<file path="config.mk">
export PLATFORM = sky130hd
export DESIGN_NAME = pcdq_ctrl
export DESIGN_NICKNAME = d
export VERILOG_FILES = /design/src/rtl/pcdq_pkg.sv /design/src/rtl/pcdq_ctrl.sv
export SDC_FILE = /design/constraint.sdc
export NUM_CORES = 1
export LEC_CHECK = 0
export BUFFER_PORTS_ARGS = -buffer_cell sky130_fd_sc_hd__buf_2
export CAP_MARGIN = 20
export CORE_MARGIN = 4
export CORE_UTILIZATION = 50
export CTS_CLUSTER_SIZE = 30
export DETAILED_ROUTE_END_ITERATION = 10
export GPL_ROUTABILITY_DRIVEN = 1
export PLACE_DENSITY = 0.76
export RECOVER_POWER = 50
export SETUP_SLACK_MARGIN = 0.05
export SLEW_MARGIN = 40
export SYNTH_ARGS = -nofsm -noshare
export SYNTH_HDL_FRONTEND = slang
export SYNTH_SLANG_ARGS = --single-unit
</file>
<file path="constraint.sdc">
create_clock -name clk_i -period 5.5 [get_ports clk_i]
set_input_delay 0.55 -clock clk_i [delete_from_list [all_inputs] [get_ports clk_i]]
set_output_delay 0.55 -clock clk_i [all_outputs]
set_load 0.005 [all_outputs]
</file>
<file path="src/rtl/pcdq_pkg.sv">
`default_nettype none
// ----------------------------------------------------------------------------
// pcdq_pkg
// Shared types, constants and tables for the phase current to dq converter.
// ----------------------------------------------------------------------------
package pcdq_pkg;

  localparam int unsigned CAL_ROUNDS_DEF   = 500;
  localparam int unsigned CORDIC_STEPS_DEF = 16;

  localparam int unsigned CODE_W  = 13;
  localparam int unsigned ADC_W   = 12;
  localparam int unsigned ANGLE_W = 16;
  localparam int unsigned CUR_W   = 16;
  localparam int unsigned DQ_W    = 18;
  localparam int unsigned OFS_W   = 16;
  localparam int unsigned SUM_W   = 21;
  localparam int unsigned CNT_W   = 9;

  localparam int unsigned STEP_W    = 5;
  localparam int unsigned DIV_W     = 26;
  localparam int unsigned DIV_STEPS = 6;
  localparam int unsigned CS_W      = 34;
  localparam int unsigned MUL_W     = 32;
  localparam int unsigned PROD_W    = 64;
  localparam int unsigned ACC_W     = 50;

  localparam int unsigned RCP_SHIFT  = 35;
  localparam int unsigned RCP_W      = 36;
  localparam int unsigned RCP_PART   = 18;
  localparam int unsigned RCP_PROD_W = DIV_W + RCP_PART;
  localparam int unsigned RCP_FULL_W = DIV_W + RCP_W;

  localparam int unsigned ADDR_W = 3;
  localparam int unsigned DATA_W = 32;
  localparam logic        REG_IDX_GAIN = 1'b0;

  localparam logic [19:0] RECIP5    = 20'd838861;
  localparam logic [19:0] RECIP3    = 20'd699051;
  localparam logic [15:0] INV_SQRT3 = 16'd37837;
  localparam logic [31:0] CORDIC_K  = 32'd652032874;

  typedef enum logic [3:0] {
    ST_IDLE,
    ST_PHASE,
    ST_ROT,
    ST_ALPHA,
    ST_BETA,
    ST_PARK,
    ST_ACC,
    ST_DIV,
    ST_COMMIT,
    ST_OUT
  } pcdq_state_e;

  typedef enum logic [1:0] {
    MUL_PHASE,
    MUL_ALPHA,
    MUL_BETA,
    MUL_PARK
  } pcdq_mul_e;

  typedef struct packed {
    logic              load;
    logic              mul_en;
    pcdq_mul_e         mul_op;
    logic [1:0]        sel;
    logic              rot;
    logic [STEP_W-1:0] step;
    logic              div_load;
    logic              div_step;
    logic              commit;
    logic              out_load;
  } pcdq_cmd_t;

  typedef struct packed {
    logic cal_pend;
    logic out_free;
  } pcdq_stat_t;

  function automatic logic [31:0] atan_lookup(input logic [STEP_W-1:0] idx);
    logic [31:0] v;
    unique case (idx)
      5'd0:    v = 32'd536870912;
      5'd1:    v = 32'd316933406;
      5'd2:    v = 32'd167458907;
      5'd3:    v = 32'd85004756;
      5'd4:    v = 32'd42667331;
      5'd5:    v = 32'd21354465;
      5'd6:    v = 32'd10679838;
      5'd7:    v = 32'd5340245;
      5'd8:    v = 32'd2670163;
      5'd9:    v = 32'd1335086;
      5'd10:   v = 32'd667544;
      5'd11:   v = 32'd333772;
      5'd12:   v = 32'd166886;
      5'd13:   v = 32'd83443;
      5'd14:   v = 32'd41721;
      5'd15:   v = 32'd20860;
      5'd16:   v = 32'd10430;
      5'd17:   v = 32'd5215;
      5'd18:   v = 32'd2607;
      5'd19:   v = 32'd1303;
      default: v = 32'd0;
    endcase
    return v;
  endfunction

endpackage
`default_nettype wire

</file>
<file path="src/rtl/pcdq_ctrl.sv">
`default_nettype none
// ----------------------------------------------------------------------------
// pcdq_ctrl
// Sequencer that steps the datapath through conversion, rotation and offset
// calibration for one item at a time.
// ----------------------------------------------------------------------------
module pcdq_ctrl import pcdq_pkg::*; #(
  parameter int unsigned CORDIC_STEPS = CORDIC_STEPS_DEF
) (
  input  logic       clk_i,
  input  logic       rst_ni,
  input  logic       in_valid_i,
  output logic       in_ready_o,
  input  pcdq_stat_t stat_i,
  output pcdq_cmd_t  cmd_o
);

  pcdq_state_e       state_q, state_d;
  logic [STEP_W-1:0] cnt_q, cnt_d;

  always_comb begin
    state_d = state_q;
    cnt_d   = cnt_q;
    unique case (state_q)
      ST_IDLE: begin
        cnt_d = '0;
        if (in_valid_i) begin
          state_d = ST_PHASE;
        end
      end
      ST_PHASE: begin
        if (cnt_q == STEP_W'(2)) begin
          state_d = ST_ROT;
          cnt_d   = '0;
        end else begin
          cnt_d = cnt_q + STEP_W'(1);
        end
      end
      ST_ROT: begin
        if (cnt_q == STEP_W'(CORDIC_STEPS - 1)) begin
          state_d = ST_ALPHA;
          cnt_d   = '0;
        end else begin
          cnt_d = cnt_q + STEP_W'(1);
        end
      end
      ST_ALPHA: state_d = ST_BETA;
      ST_BETA: begin
        state_d = ST_PARK;
        cnt_d   = '0;
      end
      ST_PARK: begin
        if (cnt_q == STEP_W'(3)) begin
          state_d = ST_ACC;
          cnt_d   = '0;
        end else begin
          cnt_d = cnt_q + STEP_W'(1);
        end
      end
      ST_ACC: begin
        cnt_d   = '0;
        state_d = stat_i.cal_pend ? ST_DIV : ST_OUT;
      end
      ST_DIV: begin
        if (cnt_q == STEP_W'(DIV_STEPS - 1)) begin
          state_d = ST_COMMIT;
          cnt_d   = '0;
        end else begin
          cnt_d = cnt_q + STEP_W'(1);
        end
      end
      ST_COMMIT: state_d = ST_OUT;
      ST_OUT: begin
        if (stat_i.out_free) begin
          state_d = ST_IDLE;
        end
      end
      default: state_d = ST_IDLE;
    endcase
  end

  always_comb begin
    cmd_o        = '0;
    cmd_o.mul_op = MUL_PHASE;
    in_ready_o   = 1'b0;
    unique case (state_q)
      ST_IDLE: begin
        in_ready_o = 1'b1;
        cmd_o.load = in_valid_i;
      end
      ST_PHASE: begin
        cmd_o.mul_en = 1'b1;
        cmd_o.mul_op = MUL_PHASE;
        cmd_o.sel    = cnt_q[1:0];
      end
      ST_ROT: begin
        cmd_o.rot  = 1'b1;
        cmd_o.step = cnt_q;
      end
      ST_ALPHA: begin
        cmd_o.mul_en = 1'b1;
        cmd_o.mul_op = MUL_ALPHA;
      end
      ST_BETA: begin
        cmd_o.mul_en = 1'b1;
        cmd_o.mul_op = MUL_BETA;
      end
      ST_PARK: begin
        cmd_o.mul_en = 1'b1;
        cmd_o.mul_op = MUL_PARK;
        cmd_o.sel    = cnt_q[1:0];
      end
      ST_ACC:    cmd_o.div_load = 1'b1;
      ST_DIV: begin
        cmd_o.div_step = 1'b1;
        cmd_o.step     = cnt_q;
      end
      ST_COMMIT: cmd_o.commit   = 1'b1;
      ST_OUT:    cmd_o.out_load = stat_i.out_free;
      default: ;
    endcase
  end

  always_ff @(posedge clk_i or negedge rst_ni) begin
    if (!rst_ni) begin
      state_q <= ST_IDLE;
      cnt_q   <= '0;
    end else begin
      state_q <= state_d;
      cnt_q   <= cnt_d;
    end
  end

endmodule
`default_nettype wire

</file>
# Yosys cells after proc, flatten, opt, wreduce, memory -nomap -nowiden
# Index checks and enable logic that the tools add are counted.
dict set report classes {
  addsub 1
  eq_ne 19
  reduce_logical 6
  n_mux 23
}
# op n
set op_table {}
lappend op_table {{$pmux W4 S10} 1}
lappend op_table {{$mux W4} 7}
lappend op_table {{$mux W5} 5}
lappend op_table {{$pmux W5 S5} 1}
lappend op_table {{$eq A4 B3 Y1 const B} 4}
lappend op_table {{$ne A2 B2 Y1 const B} 6}
lappend op_table {{$pmux W3 S4} 1}
lappend op_table {{$eq A5 B2 Y1 const B} 2}
lappend op_table {{$eq A4 B2 Y1 const B} 2}
lappend op_table {{$eq A4 B4 Y1 const B} 2}
lappend op_table {{$mux W1} 7}
lappend op_table {{$reduce_and A6 Y1} 1}
lappend op_table {{$add A5 B1 Y5 const B} 1}
lappend op_table {{$eq A5 B3 Y1 const B} 1}
lappend op_table {{$eq A5 B4 Y1 const B} 1}
lappend op_table {{$reduce_bool A5 Y1} 1}
lappend op_table {{$eq A4 B1 Y1 const B} 1}
lappend op_table {{$logic_not A4 Y1} 1}
lappend op_table {{$reduce_or A2 Y1} 2}
lappend op_table {{$reduce_or A3 Y1} 1}
lappend op_table {{$mux W2} 1}
dict set report totals {
  wordCells 51
  out_inout_bits 17
  reg_bits 9
  inputBits 5
}

# Logic depth before layout (Yosys ltp)
dict set report depth {
  word_depth 3
  mapped_depth 8
}

# Worst setup path before layout
# OpenSTA, ideal clock, no wires.
dict set report synth_path {
  path_kind {register to output}
  startpoint {reg state_q[3]}
  endpoint {out cmd_o[4] (netlist bit)}
  n_path_buf 1
  slack_ns 3.735
  required_ns 4.950
  stages_incl_launch_ff 4
  arrival_ns 1.215
  cell_sequence {dfrtp_1 clkbuf_1 nor4_1 and2_1}
}
# element line
set synth_lines {}
lappend synth_lines {{from (decl)} pcdq_ctrl.sv:18} ;# pcdq_state_e state_q, state_d;
lappend synth_lines {{from (signal assigned)} pcdq_ctrl.sv:129} ;# state_q <= state_d;
lappend synth_lines {{to (decl)} pcdq_ctrl.sv:15} ;# output pcdq_cmd_t cmd_o

==> impl_metrics.json <==
{
  "drt-initial-drc-count": 26,
  "critPathKind": "reg2out",
  "ys_seq_area_share_pct": 27.36,
  "start_util_pct": 54.02,
  "fillers": 150,
  "cp_data_arrival_time_ns": 2.02,
  "seqPwrFrac_pct": 33.4,
  "die_y_um": 48.58,
  "htreeDepth": 1,
  "synth_top_area_share_pct": 27.36,
  "fin_worst_skew_ns": 0.009797,
  "numPortBuffers": 21,
  "multiInputGateArea_um2": 514.2,
  "area_growth_syn_to_layout_pct": 12.61,
  "synth_edf_count": 0,
  "ir_drop_mv": 0.3210,
  "vias": 830,
  "p_per_area_nw_per_um2": 522.0,
  "drc": 0,
  "clkPwrFrac_pct": 10.8,
  "antenna_found_initial": 0,
  "fin_tns_setup_ns": 0,
  "async_flop_share_pct": 100.0,
  "clk_latency_ns": 0.27,
  "holdBufCountCts": 0,
  "tightestPinTransition_ns": 0.5802,
  "cts_resized": 0,
  "gp_congestion": 0.8891,
  "cts_buffers": 3,
  "grtUsageTotal_pct": 17.54,
  "grt_pass1_wl_um": 3429,
  "grt_max_degree": 18,
  "ys_seq_elements": 9,
  "grt_pass1_vias": 788,
  "netlist_area_um2": 823.3,
  "status": "finished, final reports clean",
  "internal_power_mw": 0.2431,
  "critPathCaptureType": "primary output",
  "fmax_ghz": 0.3885,
  "ys.flop_type": "dfrtp_1",
  "gr-total-overflow": 0,
  "cp_max_fo": 17,
  "final_max_slew_viol_count": 0,
  "cts-root-buf": "clkbuf_4",
  "relSlewSlack_pct": 60.96,
  "fin_crit_ns": 2.574,
  "cts_sinks": 9,
  "yosysWarnings": 0,
  "cts.clk_slew.worst_paths_ns": 0.07,
  "place_area_um2": 920.9,
  "p_leak_nw": 0.4561,
  "synthesis.nets": 112,
  "vias_per_cell": 6.014,
  "io_pins": 22,
  "hold_class": "in2async",
  "worstPathRequired_ns": 4.95,
  "critPathLaunchType": "flip-flop",
  "yosys-top-cells-area": "dfrtp_1, ha_1, and2_1",
  "grt_setup_unrepaired": "no",
  "rows": 14,
  "seq_area_um2": 225.2,
  "netlist_instances": 102,
  "first_pass_iters": 4,
  "dp_hpwl_um": 1501,
  "cap_viol_max_count": 0,
  "p_sw_share_pct": 49.78,
  "final_nets": 133,
  "min_period_over_period_pct": 46.80,
  "setup-violations-final": 0,
  "syn-mean-instance-area_um2": 8.071,
  "hold_violations": 0,
  "fin_ws_ns": 2.926,
  "fin_area_um2": 927.1,
  "die_x_um": 48.58,
  "clock_path_buffers": 2,
  "synthDistinctLibCells": 34,
  "cts_tree": "yes",
  "synth_common_cells": "inv_1, dfrtp_1",
  "p_sw_mw": 0.2409,
  "postCtsSetupBuffers": 0,
  "yosysMostFrequentCell": "inv_1",
  "post-place-ws_ns": 3.254,
  "dieArea_um2": 2360,
  "wire_per_inst_um": 14.64,
  "coreArea_um2": 1524,
  "layout-drive-gt1-share_pct": 24.59,
  "drt_wl_total_um": 2021,
  "drtAntennaViolNets": 0,
  "yosys.area.top_type": "dfrtp_1",
  "combPwrFrac_pct": 55.9,
  "n_antenna_cell": 0
}
worst max-delay path, stage by stage, from the launching register on:
cell and delay (ns):
dfrtp_1 0.69, inv_1 0.18, nor4_1 0.57, and2_1 0.21, buf_2 0.11
cell type report:
class | count | area share [%]
Clock buffer | 4 | 2.834
Inverter | 10 | 4.049
Multi-Input combinational cell | 78 | 55.47
Sequential cell | 9 | 24.29
Tap cell | 16 | 2.159
Timing Repair Buffer | 21 | 11.20
cell families after synthesis:
kind of cell,count (synthesis),synth area share (%)
xor+xnor,2,2.128
flops,9,27.36
mux,1,1.216
buf+inv,15,7.902
compound gates,26,23.71
fa+ha+maj,5,7.599
simple gates,44,30.09
registers in the layout (all words and copies together), names as in the netlist:
register,cells
cnt_q,5
state_q,4
power groups by stage:
stage | clock network, mW | registers (mW) | logic [mW]
after floorplan | 0 | 0.115 | 0.243
after global placement | 0 | 0.159 | 0.271
after detailed placement | 0 | 0.162 | 0.273
after CTS | 0.0529 | 0.160 | 0.275
after global routing | 0.0585 | 0.167 | 0.298
final | 0.0520 | 0.162 | 0.270
layout by cell type, fill, tap and decap left out, types with 2 or more instances in the layout:
master	n
clkbuf_4	3
and2_1	7
o21a_1	2
nor2b_1	2
nand3_1	4
nand2_1	7
o31ai_1	2
o211ai_1	3
nand2b_1	2
nor4_1	2
clkbuf_1	2
a21oi_1	4
dfrtp_1	9
nor3_1	6
a211oi_1	2
buf_2	20
o21ai_0	7
nor2_1	7
ha_1	5
a211o_1	2
a22oi_1	2
inv_1	10
xor2_1	2
or2_2	2
routing by layer:
metal | GRT usage [%] | wire [um] | share of wire, %
met1 | 22.73 | 900 | 45
met2 | 26.96 | 942 | 47
met3 | 4.908 | 142 | 7.0
met4 | 7.623 | 35 | 1.7
met5 | 0 | 0 | 0
through the flow:
| step | instances | util [%] | hold WS (ns) | total power [mW] |
|---|---|---|---|---|
| final | 138 | 60.84 | 0.2136 | 0.4840 |
| after global routing | 138 | 60.84 | 0.2513 | 0.5243 |
| after CTS | 138 | 62.15 | 0.1254 | 0.4885 |
| after detailed placement | 134 | 60.43 | 0.4130 | 0.4349 |
| after global placement | 134 | 60.43 | 0.4112 | 0.4304 |
| after floorplan | 102 | - | 0.2544 | 0.3584 |
worst paths after layout:
kind	to	slack, ns	cells after the start	from
worst max-delay path	cmd_o[8]	2.93	4	state_q[1]$_DFFE_PN0P_
worst min-delay path	state_q[2]$_DFFE_PN0P_	0.21	1	rst_ni
worst max register to register	cnt_q[0]$_DFFE_PN0P_	3.26	5	cnt_q[0]$_DFFE_PN0P_
worst min register to register	cnt_q[1]$_DFFE_PN0P_	0.61	2	cnt_q[1]$_DFFE_PN0P_
max in group asynchronous	cnt_q[0]$_DFFE_PN0P_	4.94	1	rst_ni
min in group clk_i	state_q[0]$_DFFE_PN0P_	0.61	4	stat_i[0]
Power figures use the tool's default switching activity.
