===== src/rtl/pcdq_pkg.sv =====
`default_nettype none
// ----------------------------------------------------------------------------
// pcdq_pkg
// Shared types, constants and tables for the phase current to dq converter.
// ----------------------------------------------------------------------------
package pcdq_pkg;

  localparam int unsigned CAL_ROUNDS_DEF   = 500;
  localparam int unsigned CORDIC_STEPS_DEF = 16;

  localparam int unsigned CODE_W  = 13;
  localparam int unsigned ADC_W   = 12;
  localparam int unsigned ANGLE_W = 16;
  localparam int unsigned CUR_W   = 16;
  localparam int unsigned DQ_W    = 18;
  localparam int unsigned OFS_W   = 16;
  localparam int unsigned SUM_W   = 21;
  localparam int unsigned CNT_W   = 9;

  localparam int unsigned STEP_W    = 5;
  localparam int unsigned DIV_W     = 26;
  localparam int unsigned DIV_STEPS = 6;
  localparam int unsigned CS_W      = 34;
  localparam int unsigned MUL_W     = 32;
  localparam int unsigned PROD_W    = 64;
  localparam int unsigned ACC_W     = 50;

  localparam int unsigned RCP_SHIFT  = 35;
  localparam int unsigned RCP_W      = 36;
  localparam int unsigned RCP_PART   = 18;
  localparam int unsigned RCP_PROD_W = DIV_W + RCP_PART;
  localparam int unsigned RCP_FULL_W = DIV_W + RCP_W;

  localparam int unsigned ADDR_W = 3;
  localparam int unsigned DATA_W = 32;
  localparam logic        REG_IDX_GAIN = 1'b0;

  localparam logic [19:0] RECIP5    = 20'd838861;
  localparam logic [19:0] RECIP3    = 20'd699051;
  localparam logic [15:0] INV_SQRT3 = 16'd37837;
  localparam logic [31:0] CORDIC_K  = 32'd652032874;

  typedef enum logic [3:0] {
    ST_IDLE,
    ST_PHASE,
    ST_ROT,
    ST_ALPHA,
    ST_BETA,
    ST_PARK,
    ST_ACC,
    ST_DIV,
    ST_COMMIT,
    ST_OUT
  } pcdq_state_e;

  typedef enum logic [1:0] {
    MUL_PHASE,
    MUL_ALPHA,
    MUL_BETA,
    MUL_PARK
  } pcdq_mul_e;

  typedef struct packed {
    logic              load;
    logic              mul_en;
    pcdq_mul_e         mul_op;
    logic [1:0]        sel;
    logic              rot;
    logic [STEP_W-1:0] step;
    logic              div_load;
    logic              div_step;
    logic              commit;
    logic              out_load;
  } pcdq_cmd_t;

  typedef struct packed {
    logic cal_pend;
    logic out_free;
  } pcdq_stat_t;

  function automatic logic [31:0] atan_lookup(input logic [STEP_W-1:0] idx);
    logic [31:0] v;
    unique case (idx)
      5'd0:    v = 32'd536870912;
      5'd1:    v = 32'd316933406;
      5'd2:    v = 32'd167458907;
      5'd3:    v = 32'd85004756;
      5'd4:    v = 32'd42667331;
      5'd5:    v = 32'd21354465;
      5'd6:    v = 32'd10679838;
      5'd7:    v = 32'd5340245;
      5'd8:    v = 32'd2670163;
      5'd9:    v = 32'd1335086;
      5'd10:   v = 32'd667544;
      5'd11:   v = 32'd333772;
      5'd12:   v = 32'd166886;
      5'd13:   v = 32'd83443;
      5'd14:   v = 32'd41721;
      5'd15:   v = 32'd20860;
      5'd16:   v = 32'd10430;
      5'd17:   v = 32'd5215;
      5'd18:   v = 32'd2607;
      5'd19:   v = 32'd1303;
      default: v = 32'd0;
    endcase
    return v;
  endfunction

endpackage
`default_nettype wire


===== src/rtl/pcdq_dp.sv =====
`default_nettype none
// ----------------------------------------------------------------------------
// pcdq_dp
// Datapath: offset removal and scaling, Clarke and Park through one shared
// multiplier, iterative CORDIC, calibration sums and offset divider.
// ----------------------------------------------------------------------------
module pcdq_dp import pcdq_pkg::*; #(
  parameter int unsigned CAL_ROUNDS = CAL_ROUNDS_DEF
) (
  input  logic                      clk_i,
  input  logic                      rst_ni,
  input  logic                      gain_i,
  input  logic                      cmd_i,
  input  logic signed [CODE_W-1:0]  code_a_i,
  input  logic signed [CODE_W-1:0]  code_b_i,
  input  logic signed [CODE_W-1:0]  code_c_i,
  input  logic        [ANGLE_W-1:0] angle_i,
  input  logic                      out_ready_i,
  output logic                      out_valid_o,
  output logic signed [CUR_W-1:0]   current_a_o,
  output logic signed [CUR_W-1:0]   current_b_o,
  output logic signed [CUR_W-1:0]   current_c_o,
  output logic signed [DQ_W-1:0]    d_current_o,
  output logic signed [DQ_W-1:0]    q_current_o,
  output logic                      cal_done_o,
  output logic        [OFS_W-1:0]   offset_a_o,
  output logic        [OFS_W-1:0]   offset_b_o,
  output logic        [OFS_W-1:0]   offset_c_o,
  input  pcdq_cmd_t                 ctl_i,
  output pcdq_stat_t                stat_o
);

  localparam logic [DIV_W-1:0] HALF_R = DIV_W'(CAL_ROUNDS / 2);
  localparam longint unsigned RCP_L = ((64'd1 << RCP_SHIFT) + 64'(CAL_ROUNDS) - 64'd1)
                                      / 64'(CAL_ROUNDS);
  localparam logic [RCP_W-1:0] RECIP_R = RCP_W'(RCP_L);

  function automatic logic [ADC_W-1:0] clamp_code(input logic signed [CODE_W-1:0] c);
    return c[CODE_W-1] ? '0 : c[ADC_W-1:0];
  endfunction

  function automatic logic signed [DQ_W-1:0] sat_dq(input logic signed [19:0] v);
    logic signed [DQ_W-1:0] r;
    if (v > 20'sd131071) begin
      r = 18'sd131071;
    end else if (v < -20'sd131072) begin
      r = -18'sd131072;
    end else begin
      r = v[DQ_W-1:0];
    end
    return r;
  endfunction

  // state
  logic [OFS_W-1:0] offs_q [3];
  logic [SUM_W-1:0] sums_q [3];
  logic [CNT_W-1:0] count_q;
  logic             pend_q;
  logic             out_valid_q;
  logic             mul_en_q;

  // payload
  logic        [ADC_W-1:0]  code_q [3];
  logic signed [CUR_W-1:0]  cur_q [3];
  logic signed [DQ_W-1:0]   alpha_q, beta_q;
  logic signed [CS_W-1:0]   x_q, y_q, z_q;
  logic                     flip_q;
  logic signed [PROD_W-1:0] prod_q;
  pcdq_mul_e                mul_op_q;
  logic [1:0]               sel_q;
  logic signed [ACC_W-1:0]  accd_q, accq_q;
  logic [DIV_W-1:0]         num_q [3];
  logic [RCP_PROD_W-1:0]    dv_lo_q;
  logic signed [CUR_W-1:0]  o_cur_q [3];
  logic signed [DQ_W-1:0]   o_d_q, o_q_q;
  logic                     o_done_q;
  logic [OFS_W-1:0]         o_ofs_q [3];

  // load-time values
  logic [ADC_W-1:0]       code_in [3];
  logic signed [31:0]     z_raw;
  logic signed [CS_W-1:0] z_ext, z_init;
  logic                   flip_init;
  logic [CNT_W-1:0]       count_inc;

  always_comb begin
    code_in[0] = clamp_code(code_a_i);
    code_in[1] = clamp_code(code_b_i);
    code_in[2] = clamp_code(code_c_i);
    z_raw      = $signed({angle_i, 16'h0000});
    z_ext      = CS_W'(z_raw);
    count_inc  = count_q + CNT_W'(1);
    if (z_ext > 34'sd1073741824) begin
      z_init    = z_ext - 34'sd2147483648;
      flip_init = 1'b1;
    end else if (z_ext < -34'sd1073741824) begin
      z_init    = z_ext + 34'sd2147483648;
      flip_init = 1'b1;
    end else begin
      z_init    = z_ext;
      flip_init = 1'b0;
    end
  end

  // multiplier operands
  logic signed [17:0]     ph_d;
  logic signed [21:0]     ph_n, ph_qb;
  logic signed [18:0]     al_num;
  logic signed [20:0]     al_qb;
  logic signed [16:0]     be_diff;
  logic signed [CS_W-1:0] ct_w, st_w;
  logic signed [MUL_W-1:0] mul_a, mul_b;
  logic signed [PROD_W-1:0] prod_d;

  always_comb begin
    ph_d    = $signed({2'b00, code_q[ctl_i.sel], 4'b0000})
            - $signed({2'b00, offs_q[ctl_i.sel]});
    ph_n    = 22'(ph_d) * 22'sd9 + 22'sd10;
    ph_qb   = (ph_n >>> 2) + 22'sd163840;
    al_num  = (19'(cur_q[0]) <<< 1) - 19'(cur_q[1]) - 19'(cur_q[2]) + 19'sd1;
    al_qb   = 21'(al_num) + 21'sd393216;
    be_diff = 17'(cur_q[1]) - 17'(cur_q[2]);
    ct_w    = flip_q ? -x_q : x_q;
    st_w    = flip_q ? -y_q : y_q;
    mul_a   = '0;
    mul_b   = '0;
    unique case (ctl_i.mul_op)
      MUL_PHASE: begin
        mul_a = 32'(ph_qb);
        mul_b = $signed({12'h000, RECIP5});
      end
      MUL_ALPHA: begin
        mul_a = 32'(al_qb);
        mul_b = $signed({12'h000, RECIP3});
      end
      MUL_BETA: begin
        mul_a = 32'(be_diff);
        mul_b = $signed({16'h0000, INV_SQRT3});
      end
      MUL_PARK: begin
        unique case (ctl_i.sel)
          2'd0: begin
            mul_a = 32'(alpha_q);
            mul_b = ct_w[MUL_W-1:0];
          end
          2'd1: begin
            mul_a = 32'(beta_q);
            mul_b = st_w[MUL_W-1:0];
          end
          2'd2: begin
            mul_a = 32'(beta_q);
            mul_b = ct_w[MUL_W-1:0];
          end
          default: begin
            mul_a = 32'(alpha_q);
            mul_b = st_w[MUL_W-1:0];
          end
        endcase
      end
      default: ;
    endcase
    prod_d = 64'(mul_a) * 64'(mul_b);
  end

  // product post-processing
  logic signed [17:0]      ph_m, ph_g;
  logic signed [CUR_W-1:0] ph_cur;
  logic signed [20:0]      al_res;
  logic signed [PROD_W-1:0] be_sum, be_res;
  logic signed [ACC_W-1:0] prod_acc;

  always_comb begin
    ph_m = $signed({1'b0, prod_q[38:22]}) - 18'sd32768;
    ph_g = gain_i ? -ph_m : ph_m;
    if (ph_g > 18'sd32767) begin
      ph_cur = 16'sd32767;
    end else if (ph_g < -18'sd32768) begin
      ph_cur = -16'sd32768;
    end else begin
      ph_cur = ph_g[CUR_W-1:0];
    end
    al_res   = $signed({2'b00, prod_q[39:21]}) - 21'sd131072;
    be_sum   = prod_q + 64'sd32768;
    be_res   = be_sum >>> 16;
    prod_acc = prod_q[ACC_W-1:0];
  end

  // CORDIC step
  logic signed [CS_W-1:0] sh_x, sh_y, at_w;
  always_comb begin
    sh_x = x_q >>> ctl_i.step;
    sh_y = y_q >>> ctl_i.step;
    at_w = $signed({2'b00, atan_lookup(ctl_i.step)});
  end

  // offset division by reciprocal: two partial products per phase
  logic [1:0]            dv_idx;
  logic [DIV_W-1:0]      dv_num;
  logic [RCP_PART-1:0]   dv_rcp;
  logic [RCP_PROD_W-1:0] dv_prod;
  logic [RCP_FULL_W-1:0] dv_full;
  logic [DIV_W-1:0]      dv_quo;
  always_comb begin
    dv_idx = ctl_i.step[2:1];
    unique case (dv_idx)
      2'd0:    dv_num = num_q[0];
      2'd1:    dv_num = num_q[1];
      default: dv_num = num_q[2];
    endcase
    dv_rcp  = ctl_i.step[0] ? RECIP_R[RCP_W-1:RCP_PART] : RECIP_R[RCP_PART-1:0];
    dv_prod = RCP_PROD_W'(dv_num) * RCP_PROD_W'(dv_rcp);
    dv_full = {dv_prod, {RCP_PART{1'b0}}} + RCP_FULL_W'(dv_lo_q);
    dv_quo  = DIV_W'(dv_full >> RCP_SHIFT);
  end

  // final rounding of dq
  logic signed [ACC_W-1:0] rd_d, rd_q;
  logic signed [19:0]      id_w, iq_w;
  always_comb begin
    rd_d = accd_q + 50'sd536870912;
    rd_q = accq_q + 50'sd536870912;
    id_w = 20'(rd_d >>> 30);
    iq_w = 20'(rd_q >>> 30);
  end

  always_ff @(posedge clk_i or negedge rst_ni) begin
    if (!rst_ni) begin
      for (int i = 0; i < 3; i++) begin
        offs_q[i] <= '0;
        sums_q[i] <= '0;
      end
      count_q     <= '0;
      pend_q      <= 1'b0;
      out_valid_q <= 1'b0;
      mul_en_q    <= 1'b0;
    end else begin
      mul_en_q <= ctl_i.mul_en;
      if (ctl_i.load) begin
        if (cmd_i) begin
          for (int i = 0; i < 3; i++) begin
            sums_q[i] <= sums_q[i] + SUM_W'(code_in[i]);
          end
          count_q <= count_inc;
          pend_q  <= count_inc >= CNT_W'(CAL_ROUNDS);
        end else begin
          pend_q <= 1'b0;
        end
      end
      if (ctl_i.commit) begin
        for (int i = 0; i < 3; i++) begin
          offs_q[i] <= (|num_q[i][DIV_W-1:OFS_W]) ? '1 : num_q[i][OFS_W-1:0];
          sums_q[i] <= '0;
        end
        count_q <= '0;
      end
      if (ctl_i.out_load) begin
        out_valid_q <= 1'b1;
      end else if (out_ready_i) begin
        out_valid_q <= 1'b0;
      end
    end
  end

  always_ff @(posedge clk_i) begin
    if (ctl_i.load) begin
      for (int i = 0; i < 3; i++) begin
        code_q[i] <= code_in[i];
      end
      x_q    <= $signed({2'b00, CORDIC_K});
      y_q    <= '0;
      z_q    <= z_init;
      flip_q <= flip_init;
    end
    if (ctl_i.rot) begin
      if (!z_q[CS_W-1]) begin
        x_q <= x_q - sh_y;
        y_q <= y_q + sh_x;
        z_q <= z_q - at_w;
      end else begin
        x_q <= x_q + sh_y;
        y_q <= y_q - sh_x;
        z_q <= z_q + at_w;
      end
    end
    prod_q   <= prod_d;
    mul_op_q <= ctl_i.mul_op;
    sel_q    <= ctl_i.sel;
    if (mul_en_q) begin
      unique case (mul_op_q)
        MUL_PHASE: cur_q[sel_q] <= ph_cur;
        MUL_ALPHA: alpha_q <= al_res[DQ_W-1:0];
        MUL_BETA:  beta_q <= be_res[DQ_W-1:0];
        MUL_PARK: begin
          unique case (sel_q)
            2'd0:    accd_q <= prod_acc;
            2'd1:    accd_q <= accd_q + prod_acc;
            2'd2:    accq_q <= prod_acc;
            default: accq_q <= accq_q - prod_acc;
          endcase
        end
        default: ;
      endcase
    end
    for (int i = 0; i < 3; i++) begin
      if (ctl_i.div_load) begin
        num_q[i] <= {sums_q[i], 4'b0000} + HALF_R;
      end else if (ctl_i.div_step && ctl_i.step[0] && (dv_idx == 2'(i))) begin
        num_q[i] <= dv_quo;
      end
    end
    if (ctl_i.div_step && !ctl_i.step[0]) begin
      dv_lo_q <= dv_prod;
    end
    if (ctl_i.out_load) begin
      for (int i = 0; i < 3; i++) begin
        o_cur_q[i] <= cur_q[i];
        o_ofs_q[i] <= offs_q[i];
      end
      o_d_q    <= sat_dq(id_w);
      o_q_q    <= sat_dq(iq_w);
      o_done_q <= pend_q;
    end
  end

  assign stat_o.cal_pend = pend_q;
  assign stat_o.out_free = !out_valid_q || out_ready_i;

  assign out_valid_o = out_valid_q;
  assign current_a_o = o_cur_q[0];
  assign current_b_o = o_cur_q[1];
  assign current_c_o = o_cur_q[2];
  assign d_current_o = o_d_q;
  assign q_current_o = o_q_q;
  assign cal_done_o  = o_done_q;
  assign offset_a_o  = o_ofs_q[0];
  assign offset_b_o  = o_ofs_q[1];
  assign offset_c_o  = o_ofs_q[2];

endmodule
`default_nettype wire


===== config.mk =====
export PLATFORM = sky130hd
export DESIGN_NAME = pcdq_dp
export DESIGN_NICKNAME = d
export VERILOG_FILES = /design/src/rtl/pcdq_pkg.sv /design/src/rtl/pcdq_dp.sv
export SDC_FILE = /design/constraint.sdc
export NUM_CORES = 2
export LEC_CHECK = 0
export ABC_AREA = 1
export BUFFER_PORTS_ARGS = -buffer_cell sky130_fd_sc_hd__buf_4
export CAP_MARGIN = 5
export CORE_MARGIN = 4
export CORE_UTILIZATION = 50
export DETAILED_ROUTE_END_ITERATION = 8
export HOLD_SLACK_MARGIN = 0.15
export PLACE_DENSITY = 0.73
export SLEW_MARGIN = 40
export SYNTH_ARGS = -nofsm -noshare
export SYNTH_HDL_FRONTEND = slang
export SYNTH_SLANG_ARGS = --single-unit

===== constraint.sdc =====
create_clock -name clk_i -period 28.7 [get_ports clk_i]
set_input_delay 5.74 -clock clk_i [delete_from_list [all_inputs] [get_ports clk_i]]
set_output_delay 5.74 -clock clk_i [all_outputs]
set_load 0.02 [all_outputs]

# --- Word level (Yosys, flattened, before mapping) ---
# Memory sizes are Yosys's and may differ from the RTL's.
# Cells that the tools add are included.
word_totals:
  out_inout_bits: 136
  input_bits: 76
  regBits: 497
  mem_bits_ro: 960
  ram_bits: 258
  memories: 6
memory_table:
  columns: ["memory", "words", "width", "rd", "rd_ports_with_merged_regs", "write_ports", "line_no", "rtl"]
  rows:
  - ["(name not given)", 32, 30, 1, 0, 0, "pcdq_pkg.sv:83", "unique case (idx)"]
  - ["num_q", 3, 26, 3, 0, 3, "pcdq_dp.sv:72", "logic [DIV_W-1:0] num_q [3];"]
  - ["cur_q", 3, 16, 3, 0, 1, "pcdq_dp.sv:64", "logic signed [CUR_W-1:0] cur_q [3];"]
  - ["o_cur_q", 3, 16, 3, 0, 3, "pcdq_dp.sv:74", "logic signed [CUR_W-1:0] o_cur_q [3];"]
  - ["o_ofs_q", 3, 16, 3, 0, 3, "pcdq_dp.sv:77", "logic [OFS_W-1:0] o_ofs_q [3];"]
  - ["code_q", 3, 12, 1, 0, 3, "pcdq_dp.sv:63", "logic [ADC_W-1:0] code_q [3];"]
op_classes:
  magnitude_cmp: 10
  multipliers: 3
  reduce_logical: 29
  eq_ne: 12
  n_shift: 2
  add_sub_neg: 34
  muxes: 66
  bitwise_logic: 5
op_table:
  columns: ["op", "count"]
  rows:
  - ["34-bit two-way mux", 11]
  - ["32-bit one-hot mux with 4 select lines", 2]
  - ["50-bit one-hot mux with 2 select lines", 2]
  - ["63-bit two-way mux", 3]
  - ["16-bit two-way mux", 8]
  - ["32-bit two-way mux", 4]
  - ["50-bit by 31-bit adder with 50-bit output (second input constant)", 2]
  - ["25-bit by 8-bit adder with 26-bit output (second input constant)", 3]
  - ["26-bit two-way mux", 3]
  - ["34-bit adder", 2]
  - ["34-bit by 5-bit >>> shifter with 34-bit output", 2]
  - ["34-bit subtractor", 2]
  - ["32-bit negation", 2]
  - ["21-bit by 12-bit adder with 21-bit output", 3]
  - ["60-bit by 44-bit adder with 61-bit output", 1]
  - ["18-bit two-way mux", 3]
  - ["26-bit one-hot mux with 2 select lines", 1]
  - ["50-bit adder", 1]
  - ["32-bit by 32-bit multiplier with 50-bit output", 1]
  - ["50-bit subtractor", 1]
  - ["26-bit by 16-bit multiplier with 42-bit output", 1]
  - ["20-bit by 18-bit > comparator with 1-bit output (second input constant)", 2]
  - ["20-bit by 18-bit < comparator with 1-bit output (second input constant)", 2]
  - ["12-bit two-way mux", 3]
  - ["40 further kinds", 96]

# --- Depth between registers and ports, before layout ---
logic_depth:
  depth_word: 10
  depth_mapped: 63

# --- Worst setup path after synthesis ---
# Ideal clock, no wire load.
synth_path:
  kind: "input port to flip-flop"
  start: "input port ctl_i[10] in the netlist's numbering"
  end: "register prod_q[49]"
  arrival_ps: 16635
  slack_ps: 11953
  path_stages: 56
  required_time_ps: 28588
  cell_sequence: "inv_2 > buf_2 > buf_1 > nand2_1 > a21oi_1 > ha_1 > a21oi_1 > o21ai_0 > a21o_1 > a21o_1 > a21oi_1 > xor2_1 > inv_1 > ha_1 > ha_1 > ha_1 > nand2_1 > nor3_1 > (+20 left out) > fa_1 > inv_1 > fa_1 > fa_1 > fa_1 > inv_1 > ha_1 > inv_1 > nor3_1 > nand2_1 > nor2_1 > nand3_1 > nand3_1 > nand3_1 > nand2_1 > inv_1 > nand3_1 > nand2_1"
synth_via:
  elab_chain_len: 10
  word_cells_on_any_way: 19
  cone_classes: "add/sub (3); mul (2); eq/ne (2); mux (7); bitwise (1); reduce/logical (3); memory (1)"
synth_lines:
  columns: ["item", "line_no", "rtl"]
  rows:
  - ["start, declared", "pcdq_dp.sv:29", "input pcdq_cmd_t ctl_i,"]
  - ["2-bit NOT with 3-bit output (implied by the code)", "pcdq_dp.sv:117", "- $signed({2'b00, offs_q[ctl_i.sel]});"]
  - ["16-bit binary-select mux with 2-bit select", "pcdq_dp.sv:117", null]
  - ["16-bit two-way mux (implied by the code) (2 in a row)", "pcdq_dp.sv:117", null]
  - ["16-bit by 16-bit subtractor with 17-bit output", "pcdq_dp.sv:117", null]
  - ["17-bit by 5-bit multiplier with 22-bit output", "pcdq_dp.sv:118", "ph_n = 22'(ph_d) * 22'sd9 + 22'sd10;"]
  - ["22-bit by 5-bit adder with 22-bit output", "pcdq_dp.sv:118", null]
  - ["20-bit by 19-bit adder with 21-bit output", "pcdq_dp.sv:119", "ph_qb = (ph_n >>> 2) + 22'sd163840;"]
  - ["32-bit one-hot mux with 4 select lines", "pcdq_dp.sv:127", "unique case (ctl_i.mul_op)"]
  - ["32-bit by 32-bit multiplier with 50-bit output (*)", "pcdq_dp.sv:162", "prod_d = 64'(mul_a) * 64'(mul_b);"]
  - ["net prod_d[49]", "pcdq_dp.sv:113", "logic signed [PROD_W-1:0] prod_d;"]
  - ["end signal, assigned", "pcdq_dp.sv:285", "prod_q <= prod_d;"]
  - ["end, declared", "pcdq_dp.sv:68", "logic signed [PROD_W-1:0] prod_q;"]
# Mark *: on every way through the listed nets, which the timed path passes. The rest lies on a longest branch. The select of a mux whose other input is x is not followed.
# A chain may end at the register's enable or synchronous reset.

# --- Worst setup path in the final report ---
layout_path:
  start: "input port ctl_i[11] in the netlist's numbering"
  end: "register prod_q[48]"
# The elaborated chain is that of the path after synthesis.

==> out/qor.yml <==
synthesis:
  synth_cell_types: 84
  ys_top_cells_by_area: "fa_1 (20%), edfxtp_1 (18%), ha_1 (10%)"
  synth_top_area_share: 0.1991
  yosysTopAreaCell: "fa_1"
  synth_fp_nets: 13744
  synth_seq_cells: 735
  yosys_warnings: 0
  synth_compound_area_frac: 0.1113
  syn_area_per_cell_um2: 7.726
  synth_cells: 11974
  yosysMostFrequentCell: "nand2_1"
  netlist_area_mm2: 0.09251
  synth-xor-area-share: 0.03435
  synth_ff_type: "edfxtp_1"
  async_reset_ff_frac: 0.1673
  synth-simple-area-share: 0.2218
  synth.yosys.seq_area_share: 0.2261
  synthAdderAreaFrac: 0.3039
  synth_commonest_cells: "nand2_1 (2573), inv_1 (2087), nor2_1 (1117), fa_1 (920), nand3_1 (781)"
  synth_edf_count: 558
  synth_top_family_by_area: "adder cells"
  synth.area.mux_share: 0
min_path:
  holdPathStages: 0
  hp-class: "reg -> reg"
  worstHoldStart: "cur_q[2][10]"
  whs_endpoint: "o_cur_q[0][42]"
layout:
  area_growth_pct: 7.762
  layout.nets: 13820
  fill_cells: 17403
  drive_gt1_frac: 0.05731
sta:
  finalCritPeriodShare: 0.6282
  fin_crit_ns: 18.03
  grt_setup_unrepaired: "false"
  fin_skew_ns: 0.03763
  drv_slew: 0
  finalHoldViolations: 0
  slew-limit-headroom: 0.3722
  hold_ws_ns: 0.4546
  fmax_ghz: 0.05547
  worstMarginPinSlew_ns: 0.9299
  tns_ns: 0
  finalSetupViolations: 0
clocking:
  ctsResizeCount: 0
  cts_buffers: 89
  cts_root_buf: "clkbuf_16"
  holdBufCountCts: 0
  cts_post_setup_buffers_inserted: 0
  cts_buffer_depth: 3
  cts.sinks: 735
  clock_latency_ns: 0.75
  tritoncts: "done"
  htreeDepth: 3
  cts.clk_slew.worst_paths_ns: 0.06
floorplan:
  die_h_um: 438.1
  pin_count: 212
  fp.dieW_um: 438.1
  dieArea_mm2: 0.1920
  core_mm2: 0.1835
  rows: 157
  start_util: 0.5042
drt:
  drc: 0
  num_vias: 83523
  routed_wirelength_mm: 317.7
  drt_iter0_drc: 8948
  avgViaCountPerCell: 5.723
  drt-pass1-iter-count: 7
  ant_nets: 0
  wl_per_cell_um: 21.77
outcome:
  outcome: "finished, final reports clean"
placement:
  numPortBuffers: 211
  place.detailed.hpwl_mm: 257.8
  finalWeightedCongestion: 1.005
worst_setup_path:
  cp-end-kind: "register"
  rrSetupSlack_ns: 15.88
  critPathMaxStageDelay_ns: 0.95
  crit_arrival_ns: 18.67
  crit_fanout: 29
  r2r_end: "prod_q[48]"
  worstSetupPathType: "in -> reg"
  cp-start-kind: "primary input"
  reg2regPathDepth: 48
  slowest_stage: "fa_1"
  rr_startpoint: "offs_q[32]"
  crit_required_ns: 29.34
grt:
  antenna_found_initial: 11
  grt_pass1_wl_mm: 484.6
  grt_max_degree: 74
  grt_usage: 0.3277
  grt-ovfl-total: 0
  first_global_vias: 81907
flow_run:
  drv_cap: 0
[per-layer routing]
| metal | track usage | wire length [µm] | vias up |
|---|---|---|---|
| li1 | - | - | 38615 |
| met1 | 0.4414 | 130100 | 40015 |
| met2 | 0.5093 | 139200 | 4095 |
| met3 | 0.05983 | 29560 | 794 |
| met4 | 0.1623 | 18730 | 4 |
| met5 | 0.0002520 | 27 | - |
[how the worst max path moves through the flow]
stage / startpoint / to / slack, ns
final: ctl_i[11] / prod_q[48] / 10.67
after global routing: ctl_i[11] / prod_q[48] / 9.86
after CTS: ctl_i[11] / prod_q[48] / 10.79
after detailed placement: ctl_i[11] / prod_q[48] / 10.04
after global placement: ctl_i[11] / prod_q[49] / 10.12
after floorplan: ctl_i[10] / prod_q[49] / 11.95
[state kept, by name, indices dropped and copies added (netlist names), 2 cells and up]
| signal | cells |
|---|---|
| count_q | 9 |
| beta_q | 18 |
| z_q | 34 |
| alpha_q | 18 |
| o_cur_q | 48 |
| sel_q | 2 |
| code_q | 36 |
| y_q | 34 |
| cur_q | 48 |
| d_current_o | 18 |
| prod_q | 50 |
| q_current_o | 18 |
| num_q | 78 |
| offs_q | 48 |
| dv_lo_q | 24 |
| sums_q | 63 |
| mul_op_q | 2 |
| o_ofs_q | 48 |
| accd_q | 50 |
| x_q | 34 |
| accq_q | 50 |
[critical path: cells and delay by family]
family / cells / cell delay [ns]
XOR/XNOR: 3 / 0.53
buffers and inverters: 11 / 1.54
AND/OR/NAND/NOR: 16 / 3.01
adder cells (fa/ha/maj): 13 / 6.46
AO/OA/AOI/OAI: 6 / 1.34
[layout by cell type (no fill, tap or decap), types with 14 or more instances in the layout]
master,netlist,layout
dfxtp_1,54,54
a21boi_0,17,17
nor4_1,36,33
edfxtp_1,558,558
xor2_1,241,241
inv_2,28,34
nand2_2,22,31
nand3_1,781,781
nor3_1,122,116
nand3b_1,28,28
nor2_4,15,17
inv_1,2087,2081
ha_1,774,774
o22ai_1,43,43
o21ai_1,59,59
fa_1,920,920
clkbuf_16,0,92
o21a_1,81,81
o21ai_0,641,637
nor2_2,20,42
a21o_1,65,65
o211ai_1,28,28
buf_4,13,287
a21oi_1,674,674
nand4_1,72,72
clkbuf_1,155,14
o21bai_1,32,32
xnor2_1,120,119
clkinv_1,20,26
a31oi_1,83,81
or2_2,71,69
o221ai_1,15,15
dfrtp_1,123,123
nor2_1,1117,1093
nand2_1,2573,2564
[cell type report]
class / instances / area (µm²) / share of cell area
Sequential cell: 735 / 20920 / 0.2098
Clock buffer: 108 / 2382 / 0.02390
Tap cell: 2464 / 3083 / 0.03093
Clock inverter: 59 / 726.9 / 0.007292
Inverter: 2139 / 8044 / 0.08069
Timing Repair Buffer: 293 / 2222 / 0.02229
Multi-Input combinational cell: 8792 / 62300 / 0.6250
Antenna cell: 4 / 10.01 / 0.0001004
[cells by family (layout without fill, tap and decap cells)]
group | count (synthesis) | after routing
fa+ha+maj | 1695 | 1695
simple gates | 4903 | 4903
other cells | 1 | 5
xor+xnor | 362 | 362
compound gates | 1831 | 1831
buf+inv | 2447 | 2599
flops | 735 | 735
[through the flow]
stage	cells	setup WS, ns	utilization	instance area (µm²)
after floorplan	11974	11.95	-	92510
after global placement	14423	10.12	0.5257	96450
after detailed placement	14423	10.04	0.5262	96550
after CTS	14590	10.79	0.5432	99660
after global routing	14592	9.859	0.5433	99680
final	14594	10.67	0.5433	99690
Power is left out: the tool's default activity adds up to more than one toggle a clock period on the data nets, which glitch-free logic cannot reach.
